<file path="src/sv/vtnr_pkg.sv">
// Package for the voxel threshold neighbour replacement block.
// Holds the beat structs and fixed widths; used by every module.
`default_nettype none
package vtnr_pkg;
  localparam int ValueW = 32;
  localparam int CountW = 22;
  localparam int DirW = 3;

  typedef enum logic [2:0] {
    REG_THRESHOLD = 3'd0,
    REG_MODE      = 3'd1,
    REG_DIM_X     = 3'd2,
    REG_DIM_Y     = 3'd3,
    REG_DIM_Z     = 3'd4
  } reg_idx_t;

  typedef enum logic [2:0] {
    DIR_NONE = 3'd0, DIR_MZ = 3'd1, DIR_MY = 3'd2, DIR_MX = 3'd3,
    DIR_PX = 3'd4, DIR_PY = 3'd5, DIR_PZ = 3'd6
  } dir_t;

  typedef struct packed {
    logic              req_type;
    logic [ValueW-1:0] voxel_value;
  } in_beat_t;

  typedef struct packed {
    logic [ValueW-1:0] new_value;
    logic [DirW-1:0]   source_dir;
    logic              was_flagged;
    logic [CountW-1:0] flagged_count;
    logic              last_voxel;
  } out_beat_t;
endpackage
`default_nettype wire

</file>
<file path="src/sv/vtnr_select.sv">
// Neighbour selection for the voxel replacement block: a registered first half, then a combinational second half.
// Depends on vtnr_pkg.
`default_nettype none
module vtnr_select
  import vtnr_pkg::*;
(
  input  wire logic                     clk,
  input  wire logic                     rst,
  input  wire logic                     advance,
  input  wire logic                     in_valid,
  input  wire logic signed [ValueW-1:0] vals [7],
  input  wire logic [6:0]               ok,
  input  wire logic                     last,
  input  wire logic signed [ValueW-1:0] threshold,
  input  wire logic                     compare_mode,
  input  wire logic [CountW-1:0]        flag_total,
  output logic                          out_valid,
  output out_beat_t                     out_data,
  output logic                          flagged
);
  localparam logic [CountW-1:0] CntMax = '1;
  // First half: -z, -y, -x against the centre.
  logic a_valid, a_last, a_flag;
  logic [6:0] a_ok;
  logic signed [ValueW-1:0] a_best;
  logic [DirW-1:0] a_dir;
  logic signed [ValueW-1:0] a_v [4:6];
  logic signed [ValueW-1:0] a_best_n;
  logic [DirW-1:0] a_dir_n;
  logic a_flag_n;

  function automatic logic beats(input logic signed [ValueW-1:0] n, b, t,
                                 input logic m);
    return m ? (n <= t && n < b) : (n >= t && n > b);
  endfunction

  always_comb begin
    logic signed [ValueW-1:0] b;
    logic [DirW-1:0] d;
    logic f;
    b = vals[0]; d = DIR_NONE;
    f = compare_mode ? (vals[0] > threshold) : (vals[0] < threshold);
    for (int i = 1; i <= 3; i++)
      if (f && ok[i] && beats(vals[i], b, threshold, compare_mode)) begin
        b = vals[i]; d = DirW'(i);
      end
    a_best_n = b; a_dir_n = d; a_flag_n = f;
  end

  always_ff @(posedge clk) begin
    if (rst) a_valid <= 1'b0;
    else if (advance) a_valid <= in_valid;
    if (advance) begin
      a_best <= a_best_n; a_dir <= a_dir_n; a_flag <= a_flag_n;
      a_ok <= ok; a_last <= last;
      for (int i = 4; i <= 6; i++) a_v[i] <= vals[i];
    end
  end

  // Second half: +x, +y, +z.
  always_comb begin
    logic signed [ValueW-1:0] b;
    logic [DirW-1:0] d;
    b = a_best; d = a_dir;
    for (int i = 4; i <= 6; i++)
      if (a_flag && a_ok[i] && beats(a_v[i], b, threshold, compare_mode)) begin
        b = a_v[i]; d = DirW'(i);
      end
    out_data.new_value = b;
    out_data.source_dir = d;
    out_data.was_flagged = a_flag;
    out_data.flagged_count = (a_flag && flag_total != CntMax) ? flag_total + 1'b1
                                                              : flag_total;
    out_data.last_voxel = a_last;
  end
  assign out_valid = a_valid;
  assign flagged = a_flag;
endmodule
`default_nettype wire

</file>
<file path="config.mk">
export PLATFORM = sky130hd
export DESIGN_NAME = vtnr_select
export DESIGN_NICKNAME = d
export VERILOG_FILES = /design/src/sv/vtnr_pkg.sv /design/src/sv/vtnr_select.sv
export SDC_FILE = /design/constraint.sdc
export NUM_CORES = 1
export LEC_CHECK = 0
export ABC_CLOCK_PERIOD_IN_PS = 17130
export BUFFER_PORTS_ARGS = -buffer_cell sky130_fd_sc_hd__buf_4
export CAP_MARGIN = 20
export CORE_UTILIZATION = 55
export DETAILED_ROUTE_END_ITERATION = 8
export GPL_TIMING_DRIVEN = 0
export PLACE_DENSITY = 0.79
export SYNTH_ARGS = -nofsm -noshare
export SYNTH_HDL_FRONTEND = slang
export SYNTH_SLANG_ARGS = --single-unit
</file>
<file path="constraint.sdc">
create_clock -name clk -period 17.13 [get_ports clk]
set_clock_uncertainty 0.15 [all_clocks]
set_input_delay 3.426 -clock clk [delete_from_list [all_inputs] [get_ports clk]]
set_output_delay 3.426 -clock clk [all_outputs]
set_load 0.01 [all_outputs]
</file>
==> qor.yml <==
sta:
  worst_hold_slack_ns: 0.3771
  finalHoldViolCount: 0
  fmax_ghz: 0.06020
  finalSetupTns_ns: 0
  finalSetupViolCount: 0
  slew_violations: 0
  min_period_over_period_pct: 96.97
  fin_crit_ns: 16.61
  rsz0062_at_grt: "no"
  finalWorstSetupSlack_ns: 0.5189
  tightest_slew_ns: 0.7979
  slew_headroom_pct: 46.31
global_routing:
  grt_max_degree: 78
  antenna_found_initial: 1
  grt_first_pass_wirelength_um: 89650
  grt.total_usage_pct: 35.31
  grt_pass1_vias: 16480
  globalRouteOverflowTotal: 0
outcome:
  status: "complete, no violations"
logic_synthesis:
  postSynthAreaPerCell_sq_um: 9.527
  syn-instance-count: 1862
  yosysWarnings: 0
  seq_area_frac_synth_pct: 22.97
  synth-seq-cells: 136
  synthesis.nets: 2570
  synth_cell_types: 77
  synthFlopType: "edfxtp_1"
  synth_edf_count: 135
  synth.cell_area_sq_mm: 0.01774
  async_reset_ff_share_pct: 0
cts:
  postCtsSetupRepairBufs: 0
  htree_levels: 4
  clock_latency_ns: 0.45
  clockRootBuffer: "clkbuf_16"
  cts_sinks: 136
  clk_pin_slew_worst_paths_ns: 0.06
  cts_buffers: 17
  clockBufferDepth: 2
  cts_tree: "yes"
place:
  preCtsSetupSlack_ns: 0.1651
  placed_cell_area_sq_mm: 0.02090
  place_hpwl_um: 49010
  portBuffers: 350
  gp_congestion: 0.9674
  dp.cells: 2615
setup_path:
  cp_data_required_time_ns: 13.55
  r2r_cells: 2
  cp.arrival_ns: 13.04
  cp-end-kind: "primary output"
  crit_slowest_cell: "nor4_1"
  r2r-start: "out_valid"
  rr_endpoint: "out_valid"
  r2r_slack_ns: 16.39
  startpoint_type: "input pin"
  critPathMaxFanout: 10
  critPathKind: "in -> out"
  critPathMaxStageDelay_ns: 0.58
layout:
  design_area_sq_mm: 0.02154
  area_growth_pct: 21.45
  final_cells: 2647
  drive_above_1_share_pct: 23.03
  nNetsFinal: 2940
  n_fill_cell: 2529
  post-route-util_pct: 68.10
  n_antenna_cell: 0
drt:
  dr.pass1.iters: 6
  ant_nets: 0
  vias: 16970
  finalWirelength_um: 58640
  drcViolationCount: 0
  drt_iter0_markers: 1604
  routed_via_density: 6.413
  wl_per_cell_um: 22.15
power_and_ir_drop:
  total_power_mw: 1.558
  power_leakage_nw: 9.898
  power_density_mw_per_mm2: 72.31
  irDropWorstVdd_mv: 0.07131
die:
  core_area_sq_mm: 0.03164
  fp.dieH_um: 181.6
  die_x_um: 181.6
  rows: 65
  dieArea_sq_mm: 0.03298
  io-pin-count: 352
  initial_utilization_pct: 56.07
min_path:
  hold_path_class: "reg -> reg"
  holdPathEnd: "out_valid"
  hp-start: "out_valid"
  holdPathStages: 2
run:
  max-cap-violations: 0
==> what timing repair did <==
action / in CTS / in global routing
setup endpoints to repair: 0 / 33
hold buffers: 0 / 0
gates resized for setup: 0 / 5
hold endpoints to repair: 0 / 0
==> where the power goes <==
| part | internal (mW) | switching, mW | total, mW |
|---|---|---|---|
| clock network | 0.229 | 0.159 | 0.388 |
| logic | 0.325 | 0.405 | 0.730 |
| registers | 0.407 | 0.0330 | 0.440 |
| total | 0.961 | 0.597 | 1.56 |
==> cells in the final DEF (no fill, tap or decap), drive strengths merged, types with 9 or more instances in the layout <==
master	Yosys	final
o211ai	58	58
mux2i	66	66
or4	9	9
nor2	109	109
inv	129	132
nand2	138	138
a21oi	152	152
nand4	77	77
buf	26	377
edfxtp	135	135
nand3	39	39
ha	417	417
nor4	16	16
nor3	49	49
xnor2	14	14
clkbuf	27	44
a211oi	49	49
o21ai	56	56
o21a	43	43
a21o	65	65
and4	13	13
and3	13	13
o221ai	35	35
nor2b	13	13
==> synthesized netlist by cell type (7+ instances only) <==
cell type / n / area share, %
nand4_1: 76 / 2.7
o211ai_1: 56 / 2.4
edfxtp_1: 135 / 23
nor2_1: 109 / 2.3
mux2i_2: 30 / 2.3
nand3_1: 39 / 1.1
o22ai_1: 8 / 0.28
o21a_1: 43 / 1.8
nor4_1: 16 / 0.56
clkbuf_1: 27 / 0.57
xor2_1: 8 / 0.39
a211oi_2: 30 / 2.1
a21o_1: 64 / 2.7
and4_1: 12 / 0.59
ha_1: 417 / 29
nand2_1: 138 / 2.9
or3_1: 7 / 0.25
buf_2: 12 / 0.34
inv_1: 129 / 2.7
a21oi_1: 152 / 4.3
o21ai_0: 56 / 1.6
mux2i_4: 28 / 3.6
and3_1: 13 / 0.46
or4_1: 8 / 0.34
o221ai_1: 35 / 1.7
nand2b_1: 8 / 0.28
nor3_1: 49 / 1.4
mux2i_1: 8 / 0.45
a211oi_1: 19 / 0.80
xnor2_1: 14 / 0.69
nor2b_1: 13 / 0.46
==> worst max-delay path, delay by kind of cell <==
kind	cells	cell delay, ns
buf+inv	7	1.87
fa+ha+maj	3	0.91
compound gates	8	1.65
simple gates	14	3.87
mux	3	1.29
==> layout make-up <==
class	instances	area, sq um	share of cell area (%)
Multi-Input combinational cell	1544	12900	59.89
Clock buffer	17	425.4	1.975
Inverter	129	484.2	2.248
Tap cell	402	503.0	2.335
Buffer	53	319.1	1.481
Timing Repair Buffer	351	2659	12.34
Sequential cell	136	4074	18.91
Clock inverter	15	176.4	0.8189
==> worst max path at each step <==
stage / slack (ns) / from / cells past startpoint / end
3_3_place_gp: 0.36 / threshold[31] / 36 / out_data[44]
5_1_grt: 0.11 / threshold[31] / 35 / out_data[44]
2_1_floorplan: 2.90 / threshold[21] / 34 / out_data[28]
4_1_cts: 0.11 / threshold[31] / 35 / out_data[44]
6_report: 0.52 / threshold[31] / 35 / out_data[44]
3_5_place_dp: 0.17 / threshold[31] / 35 / out_data[44]
==> sequential cells by signal, summed over array words and instances, names as in the netlist <==
name	cells
a_best	32
a_ok	3
a_last	1
a_v	96
out_valid	1
a_dir	2
flagged	1
==> cells by family (layout without fill, tap and decap cells) <==
group / Yosys count / in the layout / share of synthesized area, %
compound gates: 524 / 524 / 20.95
simple gates: 511 / 511 / 14.45
fa+ha+maj: 417 / 417 / 29.41
buf+inv: 182 / 565 / 4.528
flops: 136 / 136 / 22.97
mux: 70 / 70 / 6.609
xor+xnor: 22 / 22 / 1.086
==> routing by layer <==
layer	global-route usage (%)	routed length [um]	up-vias
li1	-	-	7990
met1	46.57	24870	7981
met4	12.00	1833	0
met5	0	0	-
met3	5.295	4607	141
met2	58.88	27330	862
(Power assumes the default switching activity.)
